**config.mk**
```make
export PLATFORM = sky130hd
export DESIGN_NAME = peer_delay_rate_ratio_unit
export DESIGN_NICKNAME = d
export VERILOG_FILES = /design/src/rtl/core/pdr_pkg.sv /design/src/rtl/core/pdr_divider.sv /design/src/rtl/core/pdr_multiplier.sv /design/src/rtl/core/peer_delay_rate_ratio_unit.sv
export SDC_FILE = /design/constraint.sdc
export NUM_CORES = 2
export LEC_CHECK = 0
export ABC_AREA = 1
export BUFFER_PORTS_ARGS = -buffer_cell sky130_fd_sc_hd__clkbuf_2
export CAP_MARGIN = 15
export CORE_MARGIN = 10
export CORE_UTILIZATION = 50
export DETAILED_ROUTE_END_ITERATION = 6
export GPL_TIMING_DRIVEN = 0
export PLACE_DENSITY = 0.7
export RECOVER_POWER = 25
export SYNTH_ARGS = -nofsm -noshare
export SYNTH_HDL_FRONTEND = slang
export SYNTH_HIERARCHICAL = 1
export SYNTH_SLANG_ARGS = --single-unit
export TNS_END_PERCENT = 5
```
**constraint.sdc**
```tcl
create_clock -name clock -period 21.1 [get_ports clock]
set_input_delay 2.11 -clock clock [delete_from_list [all_inputs] [get_ports clock]]
set_output_delay 2.11 -clock clock [all_outputs]
set_load 0.01 [all_outputs]
```
**src/rtl/core/pdr_pkg.sv**
```systemverilog
package pdr_pkg;

   localparam int TS_W            = 62;
   localparam int ID_W            = 64;
   localparam int PORT_W          = 16;
   localparam int SEQ_W           = 16;
   localparam int DELAY_W         = 63;
   localparam int DELAY_FRAC_BITS = 16;
   localparam int SMOOTH_W        = 17;
   localparam int SMOOTH_FRAC     = 16;
   localparam int STATUS_W        = 3;
   localparam int CSR_INDEX_W     = 8;
   localparam int CSR_DATA_W      = 64;
   localparam int REQ_W           = 456;
   localparam int MCAND_W         = 65;

   localparam logic [SMOOTH_W-1:0]    SMOOTH_ONE = 17'h10000;
   localparam logic [DELAY_W-1:0]     DELAY_MAX  = '1;

   localparam logic [CSR_INDEX_W-1:0] CSR_CLOCK_ID  = 8'd0;
   localparam logic [CSR_INDEX_W-1:0] CSR_PORT_NUM  = 8'd1;
   localparam logic [CSR_INDEX_W-1:0] CSR_SMOOTHING = 8'd2;

   typedef enum logic [STATUS_W-1:0] {
      STATUS_OK       = 3'd0,
      STATUS_RESP_ID  = 3'd1,
      STATUS_RESP_SEQ = 3'd2,
      STATUS_FU_ID    = 3'd3,
      STATUS_FU_SEQ   = 3'd4,
      STATUS_TS_ORDER = 3'd5
   } status_type;

   typedef enum logic [3:0] {
      ST_IDLE,
      ST_CHECK,
      ST_PREP,
      ST_DIV,
      ST_MSTART,
      ST_MUL_RAW,
      ST_RAW,
      ST_SSTART,
      ST_MUL_AVG,
      ST_DONE
   } seq_state_type;

   typedef enum logic [1:0] {
      DIV_IDLE,
      DIV_SAT,
      DIV_RUN
   } div_state_type;

   // last field in the lowest bits
   typedef struct packed {
      logic [SEQ_W-1:0]  req_seq;
      logic [SEQ_W-1:0]  fu_seq;
      logic [PORT_W-1:0] fu_port;
      logic [ID_W-1:0]   fu_clock_id;
      logic [SEQ_W-1:0]  resp_seq;
      logic [PORT_W-1:0] resp_port;
      logic [ID_W-1:0]   resp_clock_id;
      logic [TS_W-1:0]   resp_rx_time;
      logic [TS_W-1:0]   resp_tx_time;
      logic [TS_W-1:0]   req_rx_time;
      logic [TS_W-1:0]   req_tx_time;
   } exchange_type;

endpackage

```
**src/rtl/core/pdr_divider.sv**
```systemverilog
module pdr_divider #(
   parameter int QUOT_W = 42
) (
   input  logic                      clock,
   input  logic                      reset,
   input  logic                      start,
   input  logic [pdr_pkg::TS_W-1:0]  num,
   input  logic [pdr_pkg::TS_W-1:0]  den,
   output logic                      done,
   output logic [QUOT_W-1:0]         quot
);
   import pdr_pkg::*;

   localparam int CNT_W = $clog2(QUOT_W + 1);

   div_state_type     state_ff, state_in;
   logic [TS_W-1:0]   num_ff, num_in;
   logic [TS_W-1:0]   den_ff, den_in;
   logic [TS_W-1:0]   rem_ff, rem_in;
   logic [1:0]        sh_ff, sh_in;
   logic [QUOT_W-1:0] quot_ff, quot_in;
   logic [CNT_W-1:0]  cnt_ff, cnt_in;
   logic              done_ff, done_in;

   logic [TS_W:0]     trial;
   logic              trial_ge;
   logic [TS_W-1:0]   trial_rem;
   logic              sat;

   always_comb begin
      trial     = {rem_ff, sh_ff[1]};
      trial_ge  = trial >= {1'b0, den_ff};
      trial_rem = TS_W'(trial - {1'b0, den_ff});
      sat       = {2'b00, num_ff} >= {den_ff, 2'b00};
   end

   always_comb begin
      state_in = state_ff;
      num_in   = num_ff;
      den_in   = den_ff;
      rem_in   = rem_ff;
      sh_in    = sh_ff;
      quot_in  = quot_ff;
      cnt_in   = cnt_ff;
      done_in  = 1'b0;
      case (state_ff)
         DIV_IDLE: begin
            if (start) begin
               num_in   = num;
               den_in   = den;
               state_in = DIV_SAT;
            end
         end
         DIV_SAT: begin
            if (sat) begin
               quot_in  = '1;
               done_in  = 1'b1;
               state_in = DIV_IDLE;
            end else begin
               rem_in   = num_ff >> 2;
               sh_in    = num_ff[1:0];
               quot_in  = '0;
               cnt_in   = CNT_W'(QUOT_W);
               state_in = DIV_RUN;
            end
         end
         DIV_RUN: begin
            sh_in   = {sh_ff[0], 1'b0};
            quot_in = {quot_ff[QUOT_W-2:0], trial_ge};
            rem_in  = trial_ge ? trial_rem : trial[TS_W-1:0];
            cnt_in  = cnt_ff - 1'b1;
            if (cnt_ff == CNT_W'(1)) begin
               done_in  = 1'b1;
               state_in = DIV_IDLE;
            end
         end
         default: begin
            state_in = DIV_IDLE;
         end
      endcase
   end

   always_ff @(posedge clock) begin
      if (reset) begin
         state_ff <= DIV_IDLE;
         done_ff  <= 1'b0;
      end else begin
         state_ff <= state_in;
         done_ff  <= done_in;
      end
      num_ff  <= num_in;
      den_ff  <= den_in;
      rem_ff  <= rem_in;
      sh_ff   <= sh_in;
      quot_ff <= quot_in;
      cnt_ff  <= cnt_in;
   end

   assign done = done_ff;
   assign quot = quot_ff;

   a_rem_below_den: assert property (@(posedge clock) disable iff (reset)
      (state_ff == DIV_RUN) |-> (rem_ff < den_ff))
      else $error("divider remainder not below divisor");

endmodule

```
**src/rtl/core/pdr_multiplier.sv**
```systemverilog
module pdr_multiplier #(
   parameter int MPLIER_W = 42
) (
   input  logic                                    clock,
   input  logic                                    reset,
   input  logic                                    start,
   input  logic [pdr_pkg::MCAND_W-1:0]             mcand,
   input  logic [MPLIER_W-1:0]                     mplier,
   output logic                                    done,
   output logic [pdr_pkg::MCAND_W+MPLIER_W:0]      product
);
   import pdr_pkg::*;

   localparam int CNT_W = $clog2(MPLIER_W + 1);

   logic [MCAND_W-1:0]  mcand_ff, mcand_in;
   logic [MCAND_W:0]    hi_ff, hi_in;
   logic [MPLIER_W-1:0] lo_ff, lo_in;
   logic [CNT_W-1:0]    cnt_ff, cnt_in;
   logic                busy_ff, busy_in;
   logic                done_ff, done_in;

   logic [MCAND_W:0]    addend;
   logic [MCAND_W:0]    sum;

   // signed multiplicand, unsigned multiplier, one bit per cycle from the lsb
   always_comb begin
      addend = lo_ff[0] ? {mcand_ff[MCAND_W-1], mcand_ff} : '0;
      sum    = hi_ff + addend;
   end

   always_comb begin
      mcand_in = mcand_ff;
      hi_in    = hi_ff;
      lo_in    = lo_ff;
      cnt_in   = cnt_ff;
      busy_in  = busy_ff;
      done_in  = 1'b0;
      if (busy_ff) begin
         hi_in  = {sum[MCAND_W], sum[MCAND_W:1]};
         lo_in  = {sum[0], lo_ff[MPLIER_W-1:1]};
         cnt_in = cnt_ff - 1'b1;
         if (cnt_ff == CNT_W'(1)) begin
            busy_in = 1'b0;
            done_in = 1'b1;
         end
      end else if (start) begin
         mcand_in = mcand;
         hi_in    = '0;
         lo_in    = mplier;
         cnt_in   = CNT_W'(MPLIER_W);
         busy_in  = 1'b1;
      end
   end

   always_ff @(posedge clock) begin
      if (reset) begin
         busy_ff <= 1'b0;
         done_ff <= 1'b0;
      end else begin
         busy_ff <= busy_in;
         done_ff <= done_in;
      end
      mcand_ff <= mcand_in;
      hi_ff    <= hi_in;
      lo_ff    <= lo_in;
      cnt_ff   <= cnt_in;
   end

   assign done    = done_ff;
   assign product = {hi_ff, lo_ff};

endmodule

```
**src/rtl/core/peer_delay_rate_ratio_unit.sv**
```systemverilog
// channel | direction | handshake             | payload
// req     | in        | req_tvalid/req_tready | one peer-delay exchange (tdata)
// rsp     | out       | rsp_tvalid/rsp_tready | status, ratio, delay (tdata)
// csr     | in        | csr_valid/csr_ready   | csr_index, csr_data
//
// one item at a time; req_tready is high only between items
// accepted item: run time set by the bit-serial divider and up to two passes
// through the shared shift-add multiplier
// rejected item: from the check state straight to ST_DONE and the result register
// a finished result waits in the output register; the next item is taken meanwhile
// synchronous active-high reset; ratio resets to 1.0, smoothing factor to 1.0
module peer_delay_rate_ratio_unit #(
   parameter int RATIO_FRAC_BITS = 40
) (
   input  logic                                   clock,
   input  logic                                   reset,
   input  logic                                   req_tvalid,
   output logic                                   req_tready,
   // req_tx_time, req_rx_time, resp_tx_time, resp_rx_time, resp_clock_id,
   // resp_port, resp_seq, fu_clock_id, fu_port, fu_seq, req_seq
   input  logic [pdr_pkg::REQ_W-1:0]              req_tdata,
   output logic                                   rsp_tvalid,
   input  logic                                   rsp_tready,
   // status, rate_ratio, ratio_updated, path_delay, delay_valid, zero pad
   output logic [((RATIO_FRAC_BITS + 77) / 8) * 8 - 1:0] rsp_tdata,
   input  logic                                   csr_valid,
   output logic                                   csr_ready,
   input  logic [pdr_pkg::CSR_INDEX_W-1:0]        csr_index,
   input  logic [pdr_pkg::CSR_DATA_W-1:0]         csr_data
);
   import pdr_pkg::*;

   localparam int RATIO_W = RATIO_FRAC_BITS + 2;
   localparam int RSP_W   = ((RATIO_FRAC_BITS + 77) / 8) * 8;
   localparam int PROD_W  = MCAND_W + RATIO_W + 1;
   localparam int SHIFT_R = RATIO_FRAC_BITS - DELAY_FRAC_BITS;
   localparam int A_W     = TS_W + RATIO_W - SHIFT_R;
   localparam logic [RATIO_W-1:0] RATIO_ONE = {2'b01, {RATIO_FRAC_BITS{1'b0}}};

   seq_state_type       state_ff, state_in;
   exchange_type        ex_ff, ex_in;

   logic [ID_W-1:0]     own_id_ff, own_id_in;
   logic [PORT_W-1:0]   own_port_ff, own_port_in;
   logic [SMOOTH_W-1:0] smooth_ff, smooth_in;

   logic [TS_W-1:0]     prev_tx_ff, prev_tx_in;
   logic [TS_W-1:0]     prev_rx_ff, prev_rx_in;
   logic                prev_valid_ff, prev_valid_in;
   logic [RATIO_W-1:0]  ratio_ff, ratio_in;
   logic [DELAY_W-1:0]  delay_ff, delay_in;
   logic                delay_seen_ff, delay_seen_in;

   status_type          status_ff, status_in;
   logic                updated_ff, updated_in;
   logic [TS_W-1:0]     d41_ff, d41_in;
   logic [TS_W-1:0]     d32_ff, d32_in;
   logic [DELAY_W-1:0]  raw_ff, raw_in;

   logic                rsp_valid_ff, rsp_valid_in;
   status_type          rsp_status_ff, rsp_status_in;
   logic [RATIO_W-1:0]  rsp_ratio_ff, rsp_ratio_in;
   logic                rsp_updated_ff, rsp_updated_in;
   logic [DELAY_W-1:0]  rsp_delay_ff, rsp_delay_in;
   logic                rsp_seen_ff, rsp_seen_in;

   logic                div_start;
   logic [TS_W-1:0]     div_num;
   logic [TS_W-1:0]     div_den;
   logic                div_done;
   logic [RATIO_W-1:0]  div_quot;

   logic                mul_start;
   logic [MCAND_W-1:0]  mul_mcand;
   logic [RATIO_W-1:0]  mul_mplier;
   logic                mul_done;
   logic [PROD_W-1:0]   mul_product;

   logic [A_W-1:0]      prod_a;
   logic [A_W-1:0]      prod_b;
   logic [A_W-1:0]      diff_ab;
   logic                a_gt_b;
   logic [DELAY_W-1:0]  raw_calc;
   logic [DELAY_W:0]    avg_diff;
   logic [DELAY_W:0]    avg_step;
   logic [SMOOTH_W-1:0] smooth_eff;

   pdr_divider #(
      .QUOT_W (RATIO_W)
   ) u_divider (
      .clock  (clock),
      .reset  (reset),
      .start  (div_start),
      .num    (div_num),
      .den    (div_den),
      .done   (div_done),
      .quot   (div_quot)
   );

   pdr_multiplier #(
      .MPLIER_W (RATIO_W)
   ) u_multiplier (
      .clock   (clock),
      .reset   (reset),
      .start   (mul_start),
      .mcand   (mul_mcand),
      .mplier  (mul_mplier),
      .done    (mul_done),
      .product (mul_product)
   );

   assign div_num   = ex_ff.resp_tx_time - prev_tx_ff;
   assign div_den   = ex_ff.resp_rx_time - prev_rx_ff;
   assign csr_ready = 1'b1;

   // raw delay from ratio * (t4 - t1) and t3 - t2
   always_comb begin
      prod_a  = mul_product[TS_W+RATIO_W-1:SHIFT_R];
      prod_b  = A_W'({d32_ff, {DELAY_FRAC_BITS{1'b0}}});
      a_gt_b  = prod_a > prod_b;
      diff_ab = prod_a - prod_b;
      if (!a_gt_b) begin
         raw_calc = '0;
      end else if (|diff_ab[A_W-1:DELAY_W+1]) begin
         raw_calc = DELAY_MAX;
      end else begin
         raw_calc = diff_ab[DELAY_W:1];
      end
      smooth_eff = (smooth_ff > SMOOTH_ONE) ? SMOOTH_ONE : smooth_ff;
      avg_diff   = {1'b0, raw_ff} - {1'b0, delay_ff};
      avg_step   = mul_product[SMOOTH_FRAC+DELAY_W:SMOOTH_FRAC];
   end

   always_comb begin
      own_id_in   = own_id_ff;
      own_port_in = own_port_ff;
      smooth_in   = smooth_ff;
      if (csr_valid) begin
         case (csr_index)
            CSR_CLOCK_ID:  own_id_in   = csr_data;
            CSR_PORT_NUM:  own_port_in = csr_data[PORT_W-1:0];
            CSR_SMOOTHING: smooth_in   = csr_data[SMOOTH_W-1:0];
            default:       own_id_in   = own_id_ff;
         endcase
      end
   end

   always_comb begin
      state_in       = state_ff;
      ex_in          = ex_ff;
      prev_tx_in     = prev_tx_ff;
      prev_rx_in     = prev_rx_ff;
      prev_valid_in  = prev_valid_ff;
      ratio_in       = ratio_ff;
      delay_in       = delay_ff;
      delay_seen_in  = delay_seen_ff;
      status_in      = status_ff;
      updated_in     = updated_ff;
      d41_in         = d41_ff;
      d32_in         = d32_ff;
      raw_in         = raw_ff;
      rsp_valid_in   = rsp_valid_ff;
      rsp_status_in  = rsp_status_ff;
      rsp_ratio_in   = rsp_ratio_ff;
      rsp_updated_in = rsp_updated_ff;
      rsp_delay_in   = rsp_delay_ff;
      rsp_seen_in    = rsp_seen_ff;
      req_tready     = 1'b0;
      div_start      = 1'b0;
      mul_start      = 1'b0;
      mul_mcand      = '0;
      mul_mplier     = '0;

      if (rsp_valid_ff && rsp_tready) begin
         rsp_valid_in = 1'b0;
      end

      case (state_ff)
         ST_IDLE: begin
            req_tready = 1'b1;
            if (req_tvalid) begin
               ex_in    = exchange_type'(req_tdata);
               state_in = ST_CHECK;
            end
         end
         ST_CHECK: begin
            updated_in = 1'b0;
            d41_in     = ex_ff.resp_rx_time - ex_ff.req_tx_time;
            d32_in     = ex_ff.resp_tx_time - ex_ff.req_rx_time;
            if (ex_ff.resp_clock_id != own_id_ff || ex_ff.resp_port != own_port_ff) begin
               status_in = STATUS_RESP_ID;
            end else if (ex_ff.resp_seq != ex_ff.req_seq) begin
               status_in = STATUS_RESP_SEQ;
            end else if (ex_ff.fu_clock_id != own_id_ff || ex_ff.fu_port != own_port_ff) begin
               status_in = STATUS_FU_ID;
            end else if (ex_ff.fu_seq != ex_ff.req_seq) begin
               status_in = STATUS_FU_SEQ;
            end else if (ex_ff.resp_rx_time < ex_ff.req_tx_time ||
                         ex_ff.resp_tx_time < ex_ff.req_rx_time) begin
               status_in = STATUS_TS_ORDER;
            end else begin
               status_in = STATUS_OK;
            end
            state_in = (status_in == STATUS_OK) ? ST_PREP : ST_DONE;
         end
         ST_PREP: begin
            prev_tx_in    = ex_ff.resp_tx_time;
            prev_rx_in    = ex_ff.resp_rx_time;
            prev_valid_in = 1'b1;
            if (prev_valid_ff && ex_ff.resp_rx_time > prev_rx_ff &&
                ex_ff.resp_tx_time >= prev_tx_ff) begin
               div_start = 1'b1;
               state_in  = ST_DIV;
            end else begin
               state_in = ST_MSTART;
            end
         end
         ST_DIV: begin
            if (div_done) begin
               ratio_in   = div_quot;
               updated_in = 1'b1;
               state_in   = ST_MSTART;
            end
         end
         ST_MSTART: begin
            mul_start  = 1'b1;
            mul_mcand  = MCAND_W'(d41_ff);
            mul_mplier = ratio_ff;
            state_in   = ST_MUL_RAW;
         end
         ST_MUL_RAW: begin
            if (mul_done) begin
               state_in = ST_RAW;
            end
         end
         ST_RAW: begin
            raw_in = raw_calc;
            if (delay_seen_ff) begin
               state_in = ST_SSTART;
            end else begin
               delay_in      = raw_calc;
               delay_seen_in = 1'b1;
               state_in      = ST_DONE;
            end
         end
         ST_SSTART: begin
            mul_start  = 1'b1;
            mul_mcand  = {avg_diff[DELAY_W], avg_diff};
            mul_mplier = RATIO_W'(smooth_eff);
            state_in   = ST_MUL_AVG;
         end
         ST_MUL_AVG: begin
            // delay + floor(s * (raw - delay) / 2^16)
            if (mul_done) begin
               delay_in = DELAY_W'({1'b0, delay_ff} + avg_step);
               state_in = ST_DONE;
            end
         end
         ST_DONE: begin
            if (!rsp_valid_ff || rsp_tready) begin
               rsp_valid_in   = 1'b1;
               rsp_status_in  = status_ff;
               rsp_ratio_in   = ratio_ff;
               rsp_updated_in = updated_ff;
               rsp_delay_in   = delay_ff;
               rsp_seen_in    = delay_seen_ff;
               state_in       = ST_IDLE;
            end
         end
         default: begin
            state_in = ST_IDLE;
         end
      endcase
   end

   always_ff @(posedge clock) begin
      if (reset) begin
         state_ff      <= ST_IDLE;
         own_id_ff     <= '0;
         own_port_ff   <= '0;
         smooth_ff     <= SMOOTH_ONE;
         prev_tx_ff    <= '0;
         prev_rx_ff    <= '0;
         prev_valid_ff <= 1'b0;
         ratio_ff      <= RATIO_ONE;
         delay_ff      <= '0;
         delay_seen_ff <= 1'b0;
         rsp_valid_ff  <= 1'b0;
      end else begin
         state_ff      <= state_in;
         own_id_ff     <= own_id_in;
         own_port_ff   <= own_port_in;
         smooth_ff     <= smooth_in;
         prev_tx_ff    <= prev_tx_in;
         prev_rx_ff    <= prev_rx_in;
         prev_valid_ff <= prev_valid_in;
         ratio_ff      <= ratio_in;
         delay_ff      <= delay_in;
         delay_seen_ff <= delay_seen_in;
         rsp_valid_ff  <= rsp_valid_in;
      end
      ex_ff          <= ex_in;
      status_ff      <= status_in;
      updated_ff     <= updated_in;
      d41_ff         <= d41_in;
      d32_ff         <= d32_in;
      raw_ff         <= raw_in;
      rsp_status_ff  <= rsp_status_in;
      rsp_ratio_ff   <= rsp_ratio_in;
      rsp_updated_ff <= rsp_updated_in;
      rsp_delay_ff   <= rsp_delay_in;
      rsp_seen_ff    <= rsp_seen_in;
   end

   assign rsp_tvalid = rsp_valid_ff;
   assign rsp_tdata  = RSP_W'({rsp_seen_ff, rsp_delay_ff, rsp_updated_ff, rsp_ratio_ff,
                               rsp_status_ff});

   a_accept_starts_check: assert property (@(posedge clock) disable iff (reset)
      (req_tvalid && req_tready) |=> (state_ff == ST_CHECK))
      else $error("accepted item did not start the check");

   a_mul_done_waited: assert property (@(posedge clock) disable iff (reset)
      mul_done |-> (state_ff == ST_MUL_RAW || state_ff == ST_MUL_AVG))
      else $error("multiplier finished while sequencer not waiting");

   a_div_done_waited: assert property (@(posedge clock) disable iff (reset)
      div_done |-> (state_ff == ST_DIV))
      else $error("divider finished while sequencer not waiting");

   a_reject_no_update: assert property (@(posedge clock) disable iff (reset)
      (rsp_valid_ff && rsp_status_ff != STATUS_OK) |-> !rsp_updated_ff)
      else $error("rejected item reports a ratio update");

   a_prev_only_in_prep: assert property (@(posedge clock) disable iff (reset)
      (state_ff != ST_PREP) |=> $stable(prev_valid_ff))
      else $error("previous timestamps changed outside an accepted item");

endmodule

```
# [Yosys cells after proc, flatten, opt, wreduce, memory -nomap -nowiden]
# Cells that the tools add are included.
[classes] addsub=11 magnitude_cmp=8 n_eq_ne=30 n_mux=59 n_bitwise=1 n_reduce_logical=32
[op_table] operator="$sub 62x62->62" count=5
[op_table] operator="$mux 63" count=4
[op_table] operator="$mux 66" count=3
[op_table] operator="$pmux 42 s2" count=2
[op_table] operator="$pmux 65 s2" count=1
[op_table] operator="$ne 64x64->1" count=2
[op_table] operator="$mux 42" count=3
[op_table] operator="$pmux 63 s2" count=1
[op_table] operator="$lt 62x62->1" count=2
[op_table] operator="$mux 62" count=2
[op_table] operator="$pmux 62 s2" count=1
[op_table] operator="$gt 80x78->1" count=1
[op_table] operator="$sub 80x78->80" count=1
[op_table] operator="$add 66x66->66" count=1
[op_table] operator="$ge 62x64->1" count=1
[op_table] operator="$ne 16x16->1" count=4
[op_table] operator="$sub 63x63->64" count=1
[op_table] operator="$add 63x63->63" count=1
[op_table] operator="$ge 63x62->1" count=1
[op_table] operator="$ge 62x62->1" count=1
[op_table] operator="$gt 62x62->1" count=1
[op_table] operator="$pmux 4 s10" count=1
[op_table] operator="$mux 4" count=7
[op_table] operator="$reduce_and 2->1" count=11
[op_table] operator="35 further kinds" count=83
[word_totals] regBits=1510 in_bits=533 output_inout_bits=115 wordCells=187

# [Logic depth before layout (Yosys ltp)]
[depth] word_depth=11 ltp_mapped=25 ltp_nobuf=24

# [By module]
# Netlist, hierarchy kept.
[by_module_without_submodules] mod="peer_delay_rate_ratio_unit" instances=1 cells_per_inst=9050 area_each_um2=70266.1 seq_area_each_um2=29398.2
[by_module_without_submodules] mod="pdr_divider" instances=1 cells_per_inst=2300 area_each_um2=16831.1 seq_area_each_um2=7146.9
[by_module_without_submodules] mod="pdr_multiplier" instances=1 cells_per_inst=1712 area_each_um2=12389.4 seq_area_each_um2=5385.2

# [Worst setup path before layout]
# No wires, ideal clock.
[synth_path] path_type="input-to-reg" from="input req_tvalid" to="register ex_ff[0] in the netlist's numbering (enable)" setup_time_ns=1.284 arrival_time_ns=20.830 t_required_ns=19.816 slack_ns=-1.013 path_stages=2 n_path_buf=0 path_cell_list="inv_1 nor2_1"
[synth_between] elab_chain_len=1
[synth_rtl] element="start: declaration" line="peer_delay_rate_ratio_unit.sv:17" source="input logic req_tvalid,"
[synth_rtl] element="$reduce_and 2->1 (no source line)"
[synth_rtl] element="end signal: assignment" line="peer_delay_rate_ratio_unit.sv:302" source="ex_ff <= ex_in;"
[synth_rtl] element="end: declaration" line="peer_delay_rate_ratio_unit.sv:41" source="exchange_type ex_ff, ex_in;"
# Every way passes these cells.
# A chain may end at the register's enable or synchronous reset.

# [Worst setup path in the final report]
[layout_path] from="register ex_ff[124] in the netlist's numbering" to="register u_divider.num_ff[2] (enable)"
[layout_between] elab_chain_len=5
[layout_rtl] element="$ge 62x62->1" line="peer_delay_rate_ratio_unit.sv:211" source="ex_ff.resp_tx_time >= prev_tx_ff) begin"
[layout_rtl] element="$logic_and 1x1->1" line="peer_delay_rate_ratio_unit.sv:210" source="if (prev_valid_ff && ex_ff.resp_rx_time > prev_rx_ff &&"
[layout_rtl] element="$mux 1" line="peer_delay_rate_ratio_unit.sv:210"
[layout_rtl] element="$mux 1" line="peer_delay_rate_ratio_unit.sv:178" source="case (state_ff)"
[layout_rtl] element="named net div_start" line="peer_delay_rate_ratio_unit.sv:67" source="logic div_start;"
[layout_rtl] element="$reduce_and 2->1 (no source line)"
[layout_rtl] element="end signal: assignment" line="pdr_divider.sv:91" source="num_ff <= num_in;"
[layout_rtl] element="end: declaration" line="pdr_divider.sv:17" source="logic [TS_W-1:0] num_ff, num_in;"
# The timed path passes the listed nets, and every way through them passes these cells.

==> reports/metrics.csv <==
stage;metric;value;unit
clock_tree;Setup Buffers After CTS;0;
drt;drt pass-1 iters;7;
setup_path;Worst setup SP type;flip-flop;
pwr;peak supply drop;0.103;mV
final_layout;# nets final;15090;
setup_path;crit path kind;flip-flop to flip-flop;
final_layout;share of cells above drive strength 1;8.21;%
pwr;LEAKAGE;50.6;nW
drt;wire per inst;23.2;um
floorplanning;DIE AREA;0.217;sq mm
sta;Tmin final;5.21;ns
setup_path;critical-path cell list;inv_1 -> ha_1 -> fa_1 -> o21ai_0 -> a21oi_1 -> o21ai_1 -> nand2_1 -> nand2_2 -> nand2_1 -> nand2_1 -> nand3_1 -> nand3_1 -> nand4_1 -> inv_1 -> nand2_1 -> inv_6 -> buf_16;
sta;normalized max-slew margin;-53.3;%
synthesis;Mapped Cells;13061;
sta;setup tns final;0;ns
grt;largest net degree at the start of global routing;72;
sta;Final Hold Fails;0;
grt;first-pass GRT wire length;551;mm
sta;final setup fails;0;
clock_tree;clk root buf;clkbuf_16;
pwr;power per cell area;101;mW/mm^2
outcome;violated checks;design-rule violations, max-capacitance violations, max-slew violations;
placed_design;worst slack at placement;15.68;ns
setup_path;Slowest cell on crit path;nand4_1;
drt;DRT Wirelength;388;mm
sta;fmax;0.192;GHz
drt;via count;91182;
sta;final period utilization;24.7;%
placed_design;Port Buffers;644;
grt;initial antenna violation count;48;
drt;DRT iter0 DRCs;10334;
clock_tree;clock latency on the worst-skew pair;0.88;ns
clock_tree;clock slew at reported path FFs;0.06;ns
drt;top routing layer in use;met5;
drt;Post-route DRC;4;
outcome;status;finished, violations left;
drt;vias per inst;5.45;
drt;met2 routed wirelength;169;mm
setup_path;worst-path maximum fanout;71;
floorplanning;DIE HEIGHT;466;um
sta;WHS;0.424;ns
worst_hold_path;Hold Path Class;flip-flop to flip-flop;
final_layout;Layout area overhead;12.9;%
clock_tree;# clock sinks;1509;
flow_run;number of max-cap violations;3;
clock_tree;Num CTS Buffers;164;
clock_tree;CTS H-Tree Depth;4;
synthesis;cell area after synthesis;0.0995;sq mm
placed_design;final RePlAce weighted congestion;1.04;
grt;vias in the first global route;84506;
sta;Least-Margin Pin Slew;2.30;ns
clock_tree;# resized after CTS;0;
setup_path;Buf/Inv on CP;4;
sta;RSZ-0062 raised after global routing;no;
drt;post-route ant nets;0;
floorplanning;Starting Density;50.3;%
setup_path;CP Capture Type;flip-flop;
sta;Clock Skew;0.0890;ns
sta;max-slew violation count;105;
floorplanning;die width;466;um
sta;worst setup margin;15.89;ns
drt;met3 WL;37.3;mm
clock_tree;Hold Buf Count CTS;0;
clock_tree;Clock Path Buffers;3;
placed_design;Post-DP HPWL;327;mm
setup_path;Critical Path RT;21.56;ns
synthesis;post-synthesis average cell area;7.62;sq um
setup_path;Critical Path AT;5.67;ns
grt;grt total ovfl;0;
floorplanning;row count;163;
synthesis;YS warnings;6;
placed_design;dpl cells;16391;
final_layout;Post-Layout Cell Count;16727;
setup_path;CP most frequent cell;nand2_1;
placed_design;placed cell area;0.107;sq mm
final_layout;post-route cell area;0.112;sq mm
grt;GRT Total Usage;34.2;%
setup_path;critical path's top delay family;simple AND/OR/NAND/NOR gates;
floorplanning;I/O pin total;648;
setup_path;CP peak stage delay;0.67;ns
floorplanning;core area;0.198;sq mm
drt;met1 WL;155;mm
clock_tree;CTS tree;yes;
final_layout;filler instances;19053;
==> final timing paths <==
check                from             endpoint  slack [ns]  depth (start not counted)
min reg2reg  ratio_ff[14]     rsp_ratio_ff[14]        0.42                          0
min          ratio_ff[14]     rsp_ratio_ff[14]        0.42                          0
max reg2reg    ex_ff[124]  u_divider/num_ff[2]       15.89                         17
max            ex_ff[124]  u_divider/num_ff[2]       15.89                         17
==> worst reg2reg max path, delay by kind of cell (launching register included) <==
family	cells	cell delay [ns]
AND/OR/NAND/NOR	8	1.82
AO/OA/AOI/OAI	3	0.90
adder cells (fa/ha/maj)	2	0.65
flip-flops	1	0.32
buffers and inverters	4	1.06
==> state kept, by name, indices dropped and copies added, names as in the netlist, 63 cells and up <==
signal and flops:
ex_ff 456, u_multiplier/mcand_ff 65, delay_ff 63, rsp_delay_ff 63
raw_ff 63, own_id_ff 64, u_multiplier/hi_ff 65
==> per-layer routing <==
metal	up-vias	GRT usage, %
met5	-	0
li1	44161	-
met2	4168	53.2
met3	788	7.32
met4	36	20.2
met1	42029	43.8
==> power by group <==
| group | internal, mW | switching (mW) | total, mW |
|---|---|---|---|
| combinational | 1.29 | 2.97 | 4.25 |
| sequential | 3.79 | 0.337 | 4.13 |
| clock | 1.65 | 1.32 | 2.97 |
| total | 6.73 | 4.62 | 11.4 |
==> metrics by stage <==
step	power [mW]	util (%)
after floorplan	6.78	-
after global placement	8.47	53.6
after detailed placement	8.34	54.0
after CTS	11.3	56.9
after global routing	11.9	56.8
final	11.4	56.8
==> layout make-up <==
cell class,count,area (sq um),share of cell area (%)
diodes,26,65.1,0.0579
plain buffers,224,1090,0.975
clock buffers,213,4550,4.05
clock inverters,95,1050,0.938
inverters,2418,9080,8.08
multi-input cells,8911,47400,42.2
flip-flops and latches,1509,41900,37.3
well taps,2640,3300,2.94
repair buffers,691,3840,3.42
==> layout by cell type, fill, tap and decap left out, drive strengths merged, types with 19 or more instances in the layout <==
cell	count
o21ai	776
xnor2	265
xor2	227
nor2	1225
o21bai	46
nand4	83
or2	43
clkbuf	1006
nor3	90
a21oi	1091
inv	2424
clkinv	75
nand2	3435
a31oi	142
o211ai	22
a21boi	19
o21a	47
a211oi	33
buf	116
a21o	50
nand3	470
edfxtp	1171
diode	26
dfxtp	338
nor4	60
nand3b	55
ha	629
No activity file was read; power rests on OpenSTA's default activity.
